**src/hw/rtl/mcs_pkg.sv**
```systemverilog
// Shared types and constants for the motor command slew and PWM block.
`timescale 1ns / 1ps

package mcs_pkg;

  typedef struct packed {
    logic signed [15:0] speed_command;
    logic        [31:0] time_ms;
  } in_t;

  typedef struct packed {
    logic signed [7:0] applied_speed;
    logic              forward_drive;
    logic              reverse_drive;
    logic        [7:0] duty;
  } out_t;

  typedef struct packed {
    logic [6:0] deadband;
    logic [6:0] ramp_per_period;
    logic [7:0] min_duty;
  } cfg_t;

  localparam int CFG_ADDR_W = 2;
  localparam int CFG_DATA_W = 8;
  localparam int MUL_W      = 16;

  localparam logic [CFG_ADDR_W-1:0] REG_DEADBAND = 2'd0;
  localparam logic [CFG_ADDR_W-1:0] REG_RAMP     = 2'd1;
  localparam logic [CFG_ADDR_W-1:0] REG_MIN_DUTY = 2'd2;

  localparam logic [6:0] DEADBAND_RST = 7'd10;
  localparam logic [6:0] RAMP_RST     = 7'd5;
  localparam logic [7:0] MIN_DUTY_RST = 8'd40;

  localparam logic signed [15:0] CMD_HI = 16'sd100;
  localparam logic signed [15:0] CMD_LO = -16'sd100;

  // ramp*elapsed/20 exceeds the cap once the product reaches 201*20
  localparam logic [31:0] SAT_PRODUCT = 32'd4020;
  localparam logic [7:0]  STEP_CAP    = 8'd200;
  localparam logic [8:0]  DUTY_MAX    = 9'd255;

  // floor(x/20) = (x*3277)>>16 for x < 4020
  localparam logic [MUL_W-1:0] RECIP_20 = 16'd3277;
  localparam int               SHIFT_20 = 16;
  // floor(x/99) = (x*21184)>>21 for x < 32768
  localparam logic [MUL_W-1:0] RECIP_99 = 16'd21184;
  localparam int               SHIFT_99 = 21;

endpackage

```
**src/hw/rtl/motor_command_slew_pwm.sv**
```systemverilog
// Top level: configuration registers, request handshake and result register.
`timescale 1ns / 1ps

// Motor command shaper. Each request carries a signed speed command and a
// millisecond timestamp; the command is clamped to +/-100, zeroed inside the
// deadband, slew limited against the last applied speed by
// max(1, min(200, ramp*elapsed/20)) and mapped to direction lines and a PWM
// duty. From acceptance to a valid result, one shared 16x16 multiplier is
// used four times in sequence (ramp*elapsed, the reciprocal divide by 20, the
// duty scale, the reciprocal divide by 99), with a step for the slew compare
// between the two pairs and a final step that hands the result to the output
// register. in_ready is high only while the sequencer is idle, so a new
// request is not accepted until the previous one has been handed off.
// A finished result sits in the output register so the next request can be
// taken while it waits; if that register is still full when the sequencer
// finishes, the sequencer holds in its hand-off step and in_ready stays low
// until the receiver drains it. Configuration writes take effect at once and
// should be made while no request is in flight; writes to index 3 are ignored.
module motor_command_slew_pwm (
  input  logic                              clk,
  input  logic                              rst_n,
  input  logic                              in_valid,
  output logic                              in_ready,
  input  mcs_pkg::in_t                      in_data,
  output logic                              out_valid,
  input  logic                              out_ready,
  output mcs_pkg::out_t                     out_data,
  input  logic                              cfg_we,
  input  logic [mcs_pkg::CFG_ADDR_W-1:0]    cfg_addr,
  input  logic [mcs_pkg::CFG_DATA_W-1:0]    cfg_wdata
);
  import mcs_pkg::*;

  cfg_t  cfg_r;
  logic  out_valid_r;
  out_t  out_data_r;
  logic  core_idle;
  logic  res_valid;
  logic  res_take;
  out_t  res;
  logic  start;

  // config registers
  always_ff @(posedge clk) begin
    if (!rst_n) begin
      cfg_r.deadband        <= DEADBAND_RST;
      cfg_r.ramp_per_period <= RAMP_RST;
      cfg_r.min_duty        <= MIN_DUTY_RST;
    end else if (cfg_we) begin
      case (cfg_addr)
        REG_DEADBAND: cfg_r.deadband        <= cfg_wdata[6:0];
        REG_RAMP:     cfg_r.ramp_per_period <= cfg_wdata[6:0];
        REG_MIN_DUTY: cfg_r.min_duty        <= cfg_wdata;
        default: ;
      endcase
    end
  end

  assign in_ready = core_idle;
  assign start    = in_valid && core_idle;

  // result register frees up when empty or being drained this cycle
  assign res_take = !out_valid_r || out_ready;

  mcs_core u_core (
    .clk       (clk),
    .rst_n     (rst_n),
    .cfg       (cfg_r),
    .start     (start),
    .req       (in_data),
    .idle      (core_idle),
    .res_valid (res_valid),
    .res_take  (res_take),
    .res       (res)
  );

  always_ff @(posedge clk) begin
    if (!rst_n) begin
      out_valid_r <= 1'b0;
    end else if (res_take) begin
      out_valid_r <= res_valid;
    end
  end

  always_ff @(posedge clk) begin
    if (res_take && res_valid) begin
      out_data_r <= res;
    end
  end

  assign out_valid = out_valid_r;
  assign out_data  = out_data_r;

endmodule

```
**src/hw/rtl/mcs_mul.sv**
```systemverilog
// Shared 16x16 unsigned multiplier with registered product.
`timescale 1ns / 1ps

module mcs_mul (
  input  logic                        clk,
  input  logic                        load,
  input  logic [mcs_pkg::MUL_W-1:0]   op_a,
  input  logic [mcs_pkg::MUL_W-1:0]   op_b,
  output logic [2*mcs_pkg::MUL_W-1:0] prod_r
);
  import mcs_pkg::*;

  logic [2*MUL_W-1:0] prod_nxt;

  assign prod_nxt = op_a * op_b;

  always_ff @(posedge clk) begin
    if (load) begin
      prod_r <= prod_nxt;
    end
  end

endmodule

```
**src/hw/rtl/mcs_core.sv**
```systemverilog
// Sequencer and datapath: deadband, slew limit and duty mapping.
`timescale 1ns / 1ps

module mcs_core (
  input  logic          clk,
  input  logic          rst_n,
  input  mcs_pkg::cfg_t cfg,
  input  logic          start,
  input  mcs_pkg::in_t  req,
  output logic          idle,
  output logic          res_valid,
  input  logic          res_take,
  output mcs_pkg::out_t res
);
  import mcs_pkg::*;

  localparam logic [2:0] ST_IDLE  = 3'd0;
  localparam logic [2:0] ST_LIM   = 3'd1;
  localparam logic [2:0] ST_DIV20 = 3'd2;
  localparam logic [2:0] ST_SLEW  = 3'd3;
  localparam logic [2:0] ST_DMUL  = 3'd4;
  localparam logic [2:0] ST_DDIV  = 3'd5;
  localparam logic [2:0] ST_FIN   = 3'd6;

  logic [2:0]        state_r, state_nxt;
  logic signed [7:0] last_speed_r, last_speed_nxt;
  logic [31:0]       last_time_r;
  logic signed [7:0] target_r, target_nxt;
  logic [11:0]       elapsed_r;
  logic              sat_r, sat_nxt;

  logic              mul_load;
  logic [MUL_W-1:0]  mul_a, mul_b;
  logic [2*MUL_W-1:0] prod_r;

  logic [31:0]       diff, elapsed;
  logic signed [15:0] clamped;
  logic signed [8:0] c9, db9;
  logic [7:0]        lim, step;
  logic signed [8:0] last9, delta9, step9, new9;
  logic [7:0]        mag;
  logic [6:0]        dmag;
  logic [7:0]        quot;
  logic [8:0]        sum9;

  mcs_mul u_mul (
    .clk    (clk),
    .load   (mul_load),
    .op_a   (mul_a),
    .op_b   (mul_b),
    .prod_r (prod_r)
  );

  // request front end: clamp, deadband, elapsed time
  always_comb begin
    if (req.speed_command > CMD_HI) begin
      clamped = CMD_HI;
    end else if (req.speed_command < CMD_LO) begin
      clamped = CMD_LO;
    end else begin
      clamped = req.speed_command;
    end
    c9  = clamped[8:0];
    db9 = $signed({2'b00, cfg.deadband});
    if (c9 > -db9 && c9 < db9) begin
      target_nxt = 8'sd0;
    end else begin
      target_nxt = c9[7:0];
    end
    diff    = req.time_ms - last_time_r;
    elapsed = (diff == 32'd0) ? 32'd1 : diff;
  end

  // slew step
  always_comb begin
    lim    = sat_r ? STEP_CAP : prod_r[SHIFT_20+7:SHIFT_20];
    step   = (lim == 8'd0) ? 8'd1 : lim;
    step9  = $signed({1'b0, step});
    last9  = {last_speed_r[7], last_speed_r};
    delta9 = {target_r[7], target_r} - last9;
    if (delta9 > step9) begin
      delta9 = step9;
    end else if (delta9 < -step9) begin
      delta9 = -step9;
    end
    new9 = last9 + delta9;
  end

  // duty magnitude and final value
  always_comb begin
    mag  = last_speed_r[7] ? 8'(-last_speed_r) : 8'(last_speed_r);
    dmag = (mag == 8'd0) ? 7'd0 : 7'(mag - 8'd1);
    quot = prod_r[SHIFT_99+7:SHIFT_99];
    sum9 = {1'b0, quot} + {1'b0, cfg.min_duty};
    res.applied_speed = last_speed_r;
    res.forward_drive = (last_speed_r > 8'sd0);
    res.reverse_drive = (last_speed_r < 8'sd0);
    if (last_speed_r == 8'sd0) begin
      res.duty = 8'd0;
    end else if (sum9 > DUTY_MAX) begin
      res.duty = DUTY_MAX[7:0];
    end else begin
      res.duty = sum9[7:0];
    end
  end

  // sequencer and multiplier operand select
  always_comb begin
    state_nxt      = state_r;
    last_speed_nxt = last_speed_r;
    sat_nxt        = sat_r;
    mul_load       = 1'b0;
    mul_a          = '0;
    mul_b          = '0;
    case (state_r)
      ST_IDLE: begin
        if (start) begin
          // a zero ramp keeps the product at zero however long the gap
          sat_nxt   = (elapsed >= SAT_PRODUCT) && (cfg.ramp_per_period != 7'd0);
          state_nxt = ST_LIM;
        end
      end
      ST_LIM: begin
        mul_load  = 1'b1;
        mul_a     = {4'd0, elapsed_r};
        mul_b     = {9'd0, cfg.ramp_per_period};
        state_nxt = ST_DIV20;
      end
      ST_DIV20: begin
        mul_load  = 1'b1;
        mul_a     = {4'd0, prod_r[11:0]};
        mul_b     = RECIP_20;
        sat_nxt   = sat_r | (prod_r >= SAT_PRODUCT);
        state_nxt = ST_SLEW;
      end
      ST_SLEW: begin
        last_speed_nxt = new9[7:0];
        state_nxt      = ST_DMUL;
      end
      ST_DMUL: begin
        mul_load  = 1'b1;
        mul_a     = {9'd0, dmag};
        mul_b     = {8'd0, 8'(DUTY_MAX[7:0] - cfg.min_duty)};
        state_nxt = ST_DDIV;
      end
      ST_DDIV: begin
        mul_load  = 1'b1;
        mul_a     = prod_r[MUL_W-1:0];
        mul_b     = RECIP_99;
        state_nxt = ST_FIN;
      end
      ST_FIN: begin
        if (res_take) begin
          state_nxt = ST_IDLE;
        end
      end
      default: begin
        state_nxt = ST_IDLE;
      end
    endcase
  end

  always_ff @(posedge clk) begin
    if (!rst_n) begin
      state_r      <= ST_IDLE;
      last_speed_r <= 8'sd0;
      last_time_r  <= 32'd0;
      sat_r        <= 1'b0;
    end else begin
      state_r      <= state_nxt;
      last_speed_r <= last_speed_nxt;
      sat_r        <= sat_nxt;
      if (start && state_r == ST_IDLE) begin
        last_time_r <= req.time_ms;
      end
    end
  end

  always_ff @(posedge clk) begin
    if (start && state_r == ST_IDLE) begin
      target_r  <= target_nxt;
      elapsed_r <= elapsed[11:0];
    end
  end

  assign idle      = (state_r == ST_IDLE);
  assign res_valid = (state_r == ST_FIN);

  a_start_goes_lim: assert property (@(posedge clk) disable iff (!rst_n)
    (start && state_r == ST_IDLE) |=> (state_r == ST_LIM))
    else $error("accepted request did not enter limit step");

  a_speed_range: assert property (@(posedge clk) disable iff (!rst_n)
    (state_r == ST_SLEW) |=> (last_speed_r <= 8'sd100 && last_speed_r >= -8'sd100))
    else $error("applied speed out of range");

  a_fin_release: assert property (@(posedge clk) disable iff (!rst_n)
    (state_r == ST_FIN && res_take) |=> (state_r == ST_IDLE))
    else $error("result handed off but sequencer not idle");

  a_speed_held: assert property (@(posedge clk) disable iff (!rst_n)
    (state_r != ST_SLEW) |=> $stable(last_speed_r))
    else $error("last speed changed outside slew step");

endmodule

```
**config.mk**
```make
export PLATFORM = sky130hd
export DESIGN_NAME = motor_command_slew_pwm
export DESIGN_NICKNAME = d
export VERILOG_FILES = /design/src/hw/rtl/mcs_pkg.sv /design/src/hw/rtl/motor_command_slew_pwm.sv /design/src/hw/rtl/mcs_mul.sv /design/src/hw/rtl/mcs_core.sv
export SDC_FILE = /design/constraint.sdc
export NUM_CORES = 1
export LEC_CHECK = 0
export BUFFER_PORTS_ARGS = -buffer_cell sky130_fd_sc_hd__buf_4
export CORE_MARGIN = 3
export CORE_UTILIZATION = 55
export DETAILED_ROUTE_END_ITERATION = 6
export HOLD_SLACK_MARGIN = 0.12
export PLACE_DENSITY = 0.79
export SYNTH_ARGS = -nofsm -noshare
export SYNTH_HDL_FRONTEND = slang
export SYNTH_SLANG_ARGS = --single-unit
```
**constraint.sdc**
```tcl
create_clock -name clk -period 10.4 [get_ports clk]
set_clock_uncertainty 0.15 [all_clocks]
set_input_delay 1.04 -clock clk [delete_from_list [all_inputs] [get_ports clk]]
set_output_delay 1.04 -clock clk [all_outputs]
set_load 0.005 [all_outputs]
```
==> results.ini, run 1 <==
[outcome]
status = completed

[setup_path]
cp.required_ps = 10430
reg2reg_from = u_core.last_speed_r[1]
crit_buf_inv = 7
reg2reg_slack_ps = 890
r2r_cells = 31
cp_max_fo = 8
crit_family = adder cells
slowest_stage = a222oi_1
worst-setup-path-type = reg2reg
cp-end-kind = register
crit_arrival_ps = 9540
critPathLaunchType = register
critPathMostFrequentCell = inv_1
r2r_end = u_core.u_mul.prod_r[27]
max_stage_delay_ps = 1000

[yosys]
synth_warnings = 0
synth.distinct_cells = 80
synth-seq-cells = 135
synth_top_family_by_area = adder cells
yosys_most_used_dff = edfxtp_1
yosysTopAreaCellShare = 0.188
yosysTopAreaCell = fa_1
yosys.area_share.xor_xnor = 0.0365
avgSynthCellArea_um2 = 8.77
synth-simple-area-share = 0.172
synth_adder_area_share = 0.349
synth_compound_area_frac = 0.149
yosysMostFrequentCell = inv_1
syn-instance-count = 1862
syn_area_um2 = 16300
yosys-top-cells-count = 262 x inv_1, 210 x ha_1, 183 x nand2_1
ys_seq_area_frac = 0.207
muxShareOfSynthArea = 0.0149
synth_edf_count = 68
synth_area_leaders = fa_1 19%, ha_1 16%, edfxtp_1 13%
synthArstFlopShare = 0

[power]
power_density_nw_per_um2 = 145
comb_power_share = 0.494
p_int_uw = 1530
ir_worst_vdd_v = 0.000122
fin_total_pwr_uw = 2620
seqPwrFrac = 0.274
clockPowerShare = 0.232
p_leak_uw = 0.00868
switchingPower_uw = 1090
netSwitchingFraction = 0.417

[placement]
place.gp.congestion = 0.956
placed_area_um2 = 17400
dp_hpwl_um = 34900
dp_slack_ps = 1040
dp_cells = 2324
port_buffers = 82

[floorplanning]
io_pins = 83
die_w_um = 178
die_area_um2 = 31800
die_y_um = 178
coreArea_um2 = 29000
floorplan.initialDensity = 0.563
num_rows = 62

[sta]
hold_violations = 0
slew_viol_final = 0
finalCriticalPeriod_ps = 9510
finalSetupTns_ps = 0
setup_viol = 0
rsz0062_at_grt = false
fin_ws_ps = 888
tightest_slew_ps = 1220
slew_headroom = 0.179
fmax_mhz = 105
fin_crit_sh = 0.915

[clocking]
cts_setup_buffers = 0
cts-resized-gates = 0
htreeDepth = 4
cts_sinks = 135
cts_tree = done
cts.reportedPaths.clkPinSlew_ps = 70
worstSkewPairLatency_ps = 430
cts_buffers = 17
root_buffer = clkbuf_16
hold_buffers = 0
cts_max_path_buffers = 2

[cells_and_area]
finalNetCount = 2385
fin_area_um2 = 18000
area_delta_synth_final_pct = 10.5
fin_cells = 2356
drive_above_1_share = 0.0791
diodes = 0
fillers = 2462

[route]
drc = 0
wl_um = 42300
dr.pass1.iters = 7
via_per_inst = 5.78
drt_iter0_markers = 947
wl_per_cell_um = 18.0
antenna_left = 0
vias = 13606

[global_route]
grt_pass1_wl_um = 69100
antenna_found_initial = 1
grt_max_degree = 61
grt_pass1_vias = 13664
track_usage = 0.274
gr-total-overflow = 0

[run]
max_cap_viol_count = 0

[min_path]
min_from = u_core.last_time_r[24]
hold_depth = 2
min_to = u_core.last_time_r[24]
min_path_type = reg2reg

-- stage by stage --
step / utilization / hold slack [ps]
after global placement: 0.601 / 292
after global routing: 0.622 / 320
after CTS: 0.622 / 306
final: 0.622 / 304
after floorplan: - / 285
after detailed placement: 0.601 / 297
-- cells in the final DEF (no fill, tap or decap), types with 46 or more instances in the layout --
cell	Yosys	final
a21oi_1	133	133
buf_4	1	94
dfxtp_1	67	67
edfxtp_1	68	68
fa_1	153	153
ha_1	210	210
inv_1	262	261
nand2_1	183	183
nor2_1	168	167
o21ai_0	46	46
xnor2_1	50	50
-- metal layers --
metal | wire length [um] | part of all wire | global-route usage
met1 | 18000 | 0.43 | 0.360
met2 | 20000 | 0.47 | 0.460
met3 | 2890 | 0.068 | 0.0470
met4 | 1390 | 0.033 | 0.0938
met5 | 11 | 0.00026 | 0
-- final cells by class --
| class | count | area, um2 | share of cell area |
|---|---|---|---|
| clock inverters | 13 | 135 | 0.00749 |
| multi-input cells | 1448 | 11900 | 0.659 |
| clock buffers | 19 | 453 | 0.0251 |
| inverters | 263 | 987 | 0.0547 |
| repair buffers | 94 | 706 | 0.0391 |
| well taps | 384 | 480 | 0.0266 |
| flip-flops and latches | 135 | 3380 | 0.188 |
-- power by group through the flow --
stage	sequential, uW	clock (uW)	combinational, uW
2_1_floorplan	695	0	953
3_3_place_gp	725	0	1250
3_5_place_dp	727	0	1270
4_1_cts	716	613	1280
5_1_grt	723	637	1450
6_report	717	609	1300
-- logic make-up after synthesis --
| logic type | after synthesis |
|---|---|
| adder cells (fa/ha/maj) | 363 |
| buffers and inverters | 309 |
| AND/OR/NAND/NOR | 592 |
| XOR/XNOR | 68 |
| multiplexers | 24 |
| AO/OA/AOI/OAI | 369 |
| other | 2 |
| flip-flops | 135 |
-- worst max-delay path by stage --
stage | slack, ps | startpoint | cells after the start | endpoint
floorplan | 2040 | u_core.last_speed_r[1] | 30 | u_core.u_mul.prod_r[30]
global placement | 1300 | u_core.last_speed_r[1] | 31 | u_core.u_mul.prod_r[27]
detailed placement | 1040 | u_core.last_speed_r[1] | 31 | u_core.u_mul.prod_r[27]
CTS | 1000 | u_core.last_speed_r[1] | 31 | u_core.u_mul.prod_r[27]
global route | 140 | u_core.last_speed_r[1] | 31 | u_core.u_mul.prod_r[27]
finish | 890 | u_core.last_speed_r[1] | 31 | u_core.u_mul.prod_r[27]
-- registers in the layout, indices dropped and copies added (netlist names) --
register	cells
u_core.sat_r	1
out_data	17
u_core.u_mul.prod_r	31
u_core.state_r	3
u_core.last_time_r	32
cfg_r	22
u_core.last_speed_r	8
u_core.elapsed_r	12
u_core.target_r	8
out_valid	1
-- worst reg2reg max path: cells and delay by family, from the launching register on --
kind | cells | cell delay, ps
compound gates | 10 | 3430
xor+xnor | 1 | 140
fa+ha+maj | 9 | 3980
buf+inv | 7 | 490
flops | 1 | 460
mux | 1 | 190
simple gates | 3 | 420
(Power assumes the default switching activity.)
==> inputs of run 2 (changes only) <==
- CORE_UTILIZATION: 55 -> 29
- GPL_TIMING_DRIVEN: unset -> 0
- PLACE_DENSITY: 0.79 -> 0.5
==> run 2 against run 1 <==
  * Power increased by 0.23%
  * Core utilization decreased by 29 points
  * Worst setup slack got worse by 390 ps
  * Via count decreased by 1.0%
  * Highest routed layer unchanged
  * Critical path type unchanged
  * Global-route usage decreased by 11 points
==> results.ini, run 2 (same netlist as run 1, synthesis figures left out) <==
[floorplanning]
die_y_um = 243  ; was 178 um
die_w_um = 243  ; was 178 um
die_area_um2 = 59200  ; was 31800 um2
num_rows = 86  ; was 62
coreArea_um2 = 55400  ; was 29000 um2
io_pins = 83  ; unchanged
floorplan.initialDensity = 0.295  ; was 0.563

[global_route]
antenna_found_initial = 1  ; unchanged
grt_pass1_vias = 13781  ; was 13664
track_usage = 0.160  ; was 0.274
grt_pass1_wl_um = 75000  ; was 69100 um
grt_max_degree = 32  ; was 61
gr-total-overflow = 0  ; unchanged

[route]
wl_um = 46600  ; was 42300 um
wl_per_cell_um = 16.9  ; was 18.0 um
dr.pass1.iters = 5  ; was 7
via_per_inst = 4.88  ; was 5.78
drc = 0  ; unchanged
antenna_left = 0  ; unchanged
vias = 13464  ; was 13606
drt_iter0_markers = 688  ; was 947

[clocking]
root_buffer = clkbuf_16  ; unchanged
cts_sinks = 135  ; unchanged
cts.reportedPaths.clkPinSlew_ps = 70  ; about the same
cts_max_path_buffers = 2  ; unchanged
cts_buffers = 17  ; unchanged
htreeDepth = 4  ; unchanged
cts_tree = done  ; unchanged
worstSkewPairLatency_ps = 460  ; was 430 ps

[setup_path]
crit_arrival_ps = 9940  ; was 9540 ps
r2r_cells = 31  ; unchanged
cp-end-kind = register  ; unchanged
cp.required_ps = 10440  ; was 10430 ps
worst-setup-path-type = reg2reg  ; unchanged
slowest_stage = a222oi_1  ; unchanged
cp_max_fo = 7  ; was 8
max_stage_delay_ps = 830  ; was 1000 ps
critPathLaunchType = register  ; unchanged

[cells_and_area]
final_common_cell = inv_1  ; unchanged
reg_top3 = u_core.last_time_r (32), u_core.u_mul.prod_r (31), cfg_r (22)  ; unchanged
largest_register_ffs = 32  ; unchanged
drive_above_1_share = 0.0756  ; was 0.0791
final_cell_mix = 262 x inv_1, 210 x ha_1, 183 x nand2_1, 167 x nor2_1, 153 x fa_1  ; was 261 x inv_1, 210 x ha_1, 183 x nand2_1, 167 x nor2_1, 153 x fa_1
area_delta_synth_final_pct = 13.9  ; was 10.5%
fillers = 5822  ; was 2462
largest-register = u_core.last_time_r  ; unchanged
fin_cells = 2760  ; was 2356
finalNetCount = 2424  ; was 2385

[sta]
fin_ws_ps = 501  ; was 888 ps
fin_crit_sh = 0.952  ; was 0.915
tightest_slew_ps = 1160  ; was 1220 ps
finalCriticalPeriod_ps = 9900  ; was 9510 ps
setup_viol = 0  ; unchanged
slew_viol_final = 0  ; unchanged
finalSetupTns_ps = 0  ; unchanged
hold_violations = 0  ; unchanged
slew_headroom = 0.225  ; was 0.179
rsz0062_at_grt = false  ; unchanged
fmax_mhz = 101  ; was 105 MHz

[power]
ir_worst_vdd_v = 0.000123  ; was 0.000122 V
p_leak_uw = 0.00867  ; was 0.00868 uW
power_density_nw_per_um2 = 141  ; was 145 nW/um2

[min_path]
min_path_type = reg2reg  ; unchanged
hold_depth = 2  ; unchanged

[placement]
place.gp.congestion = 0.895  ; was 0.956
dp_hpwl_um = 39700  ; was 34900 um
dp_slack_ps = 242  ; was 1040 ps
port_buffers = 81  ; was 82
dp_cells = 2725  ; was 2324

[run]
max_cap_viol_count = 0  ; unchanged

[outcome]
status = completed  ; unchanged

==> run 2: final timing paths <==
check                                            start                       to  slack (ps)
worst max-delay path            u_core.last_speed_r[1]  u_core.u_mul.prod_r[27]         500
worst min-delay path            u_core.last_time_r[21]   u_core.last_time_r[21]         310
worst max register to register  u_core.last_speed_r[1]  u_core.u_mul.prod_r[27]         500
worst min register to register  u_core.last_time_r[21]   u_core.last_time_r[21]         310
==> run 2: timing repair <==
item | CTS | global route
resized for setup | 0 | 1
hold endpoints to repair | 0 | 0
hold buffers | 0 | 0
buffers inserted | 0 | 2
setup endpoints to repair | 0 | 3
==> run 2: power breakdown <==
part	internal (uW)	total [uW]	switching [uW]
sequential	654	714	59.9
combinational	525	1310	785
clock	334	605	272
total	1510	2630	1120
==> run 2: layout make-up <==
class	instances	area, um2	share of cell area
repair buffers	87	643	0.0346
diodes	1	2.50	0.000135
multi-input cells	1448	11900	0.640
inverters	263	987	0.0531
flip-flops and latches	135	3380	0.182
clock inverters	15	148	0.00794
well taps	748	936	0.0503
clock buffers	17	425	0.0229
plain buffers	46	179	0.00962
==> run 2: metal layers <==
layer	track usage	wire length, um	vias up
met5	0	20	-
met4	0.0383	811	2
met3	0.0228	1790	55
met2	0.275	22500	247
met1	0.212	21500	6558
li1	-	-	6602
==> run 2: worst max-delay path: cells and delay by family (launching register included) <==
kind	cells	cell delay [ps]
flip-flops	1	520
multiplexers	1	250
AND/OR/NAND/NOR	3	320
AO/OA/AOI/OAI	11	3650
buffers and inverters	6	720
adder cells (fa/ha/maj)	9	3840
XOR/XNOR	1	130
==> run 2: stage by stage <==
step | area, um2 | hold slack (ps) | utilization | power, uW
6_report | 18600 | 305 | 0.336 | 2630
3_5_place_dp | 18000 | 297 | 0.325 | 2030
3_3_place_gp | 18000 | 291 | 0.324 | 2010
5_1_grt | 18600 | 322 | 0.336 | 2840
2_1_floorplan | 16400 | 285 | - | 1650
4_1_cts | 18600 | 306 | 0.335 | 2650
==> inputs of run 3 (changes only) <==
- clock period: 10.4 -> 9.94 ns (I/O delays scaled with it)
==> run 3 against run 2 <==
  * Power grew 4.9%
  * Critical path depth is 1 higher
  * Critical path type unchanged
  * Largest cell class unchanged
  * Highest routed layer unchanged
  * Combinational power rose by 5%
  * Core utilization grew 0.13 points
  * Clock-buffer cell count did not move
  * Global-route usage is essentially flat
  * Die area unchanged
==> results.ini, run 3 (same netlist as run 1, synthesis figures left out) <==
[outcome]
status = completed  ; unchanged

[route]
vias = 13427  ; was 13464
wl_per_cell_um = 16.9  ; about the same
drc = 0  ; unchanged
antenna_left = 0  ; unchanged
wl_um = 46700  ; was 46600 um
dr.pass1.iters = 5  ; unchanged
drt_iter0_markers = 733  ; was 688
via_per_inst = 4.85  ; was 4.88

[setup_path]
crit_arrival_ps = 9430  ; was 9940 ps
cp-end-kind = register  ; unchanged
cp.required_ps = 9980  ; was 10440 ps
critPathLaunchType = register  ; unchanged
max_stage_delay_ps = 540  ; was 830 ps
slowest_stage = fa_1  ; was a222oi_1
worst-setup-path-type = reg2reg  ; unchanged
cp_max_fo = 7  ; unchanged

[sta]
slew_viol_final = 0  ; unchanged
finalSetupTns_ps = 0  ; unchanged
fmax_mhz = 107  ; was 101 MHz
fin_crit_sh = 0.944  ; was 0.952
slew_headroom = 0.246  ; was 0.225
hold_violations = 0  ; unchanged
setup_viol = 0  ; unchanged
tightest_slew_ps = 1130  ; was 1160 ps
rsz0062_at_grt = false  ; unchanged
finalCriticalPeriod_ps = 9380  ; was 9900 ps
whs_ps = 305  ; about the same

[cells_and_area]
fillers = 5817  ; was 5822
final_common_cell = inv_1  ; unchanged
reg_top3 = u_core.last_time_r (32), u_core.u_mul.prod_r (31), cfg_r (22)  ; unchanged
fin_cells = 2767  ; was 2760
final_cell_mix = 262 x inv_1, 210 x ha_1, 183 x nand2_1, 167 x nor2_1, 153 x fa_1  ; unchanged
drive_above_1_share = 0.0808  ; was 0.0756
largest-register = u_core.last_time_r  ; unchanged
fin_area_um2 = 18700  ; was 18600 um2
finalNetCount = 2431  ; was 2424
largest_register_ffs = 32  ; unchanged
area_delta_synth_final_pct = 14.4  ; was 13.9%

[clocking]
hold_buffers = 0  ; unchanged
cts_buffers = 17  ; unchanged
cts_max_path_buffers = 2  ; unchanged
htreeDepth = 4  ; unchanged
root_buffer = clkbuf_16  ; unchanged
cts_sinks = 135  ; unchanged
cts.reportedPaths.clkPinSlew_ps = 70  ; about the same
cts_tree = done  ; unchanged
worstSkewPairLatency_ps = 460  ; about the same

[power]
power_density_nw_per_um2 = 148  ; was 141 nW/um2
ir_worst_vdd_v = 0.000130  ; was 0.000123 V
p_leak_uw = 0.00871  ; was 0.00867 uW

[floorplanning]
io_pins = 83  ; unchanged
die_y_um = 243  ; unchanged
die_w_um = 243  ; unchanged
num_rows = 86  ; unchanged
coreArea_um2 = 55400  ; unchanged
die_area_um2 = 59200  ; unchanged
floorplan.initialDensity = 0.295  ; unchanged

[placement]
dp_cells = 2725  ; unchanged
place.gp.congestion = 0.895  ; unchanged
placed_area_um2 = 18000  ; unchanged
port_buffers = 81  ; unchanged
dp_hpwl_um = 39700  ; unchanged

[global_route]
grt_pass1_vias = 13782  ; was 13781
antenna_found_initial = 1  ; unchanged
gr-total-overflow = 0  ; unchanged
grt_pass1_wl_um = 75000  ; about the same
track_usage = 0.160  ; about the same
grt_max_degree = 32  ; unchanged

[min_path]
min_path_type = reg2reg  ; unchanged

[run]
max_cap_viol_count = 0  ; unchanged

run 3: report_power, final:
| group | switching [uW] | leakage [uW] | internal (uW) |
|---|---|---|---|
| combinational | 826 | 0.00725 | 555 |
| clock | 282 | 0.000261 | 349 |
| sequential | 62.4 | 0.00120 | 684 |
| total | 1170 | 0.00871 | 1590 |
run 3: per-stage QoR:
step / worst slack [ps] / power [uW] / utilization
floorplan: 1580 / 1720 / -
global placement: -619 / 2100 / 0.324
detailed placement: -218 / 2120 / 0.325
CTS: 15.9 / 2770 / 0.335
global route: 55.7 / 2990 / 0.337
finish: 556 / 2760 / 0.337
run 3: final cells by class:
class / count / area, um2 / area share
diodes: 1 / 2.50 / 0.000134
plain buffers: 46 / 180 / 0.00965
clock buffers: 17 / 425 / 0.0228
clock inverters: 15 / 148 / 0.00791
inverters: 263 / 987 / 0.0529
multi-input cells: 1448 / 11900 / 0.638
flip-flops and latches: 135 / 3380 / 0.181
well taps: 748 / 936 / 0.0501
repair buffers: 94 / 696 / 0.0373
run 3: worst max-delay path: cells and delay by family, from the launching register on:
kind | cells | cell delay (ps)
buffers and inverters | 7 | 790
AO/OA/AOI/OAI | 10 | 2810
XOR/XNOR | 1 | 80
adder cells (fa/ha/maj) | 9 | 3840
AND/OR/NAND/NOR | 4 | 630
flip-flops | 1 | 520
multiplexers | 1 | 240
run 3: what timing repair did:
| item | 4_1_cts | 5_1_grt |
|---|---|---|
| gates resized for setup | 1 | 5 |
| pin swaps | 0 | 6 |
| setup endpoints to repair | 2 | 7 |
| cloned | 0 | 0 |
| setup buffers | 0 | 9 |
run 3: per-layer routing:
layer,part of all wire,track usage,vias up
met5,0.00043,0,-
met4,0.022,0.0402,2
met3,0.036,0.0229,57
met2,0.48,0.274,229
met1,0.46,0.211,6518
li1,-,-,6621
run 3: final timing paths:
kind,startpoint,end,slack [ps],cells past startpoint
max reg2reg,u_core.last_speed_r[1],u_core.u_mul.prod_r[30],560,32
min reg2reg,u_core.last_time_r[21],u_core.last_time_r[21],310,2
max,u_core.last_speed_r[1],u_core.u_mul.prod_r[30],560,32
min,u_core.last_time_r[21],u_core.last_time_r[21],310,2
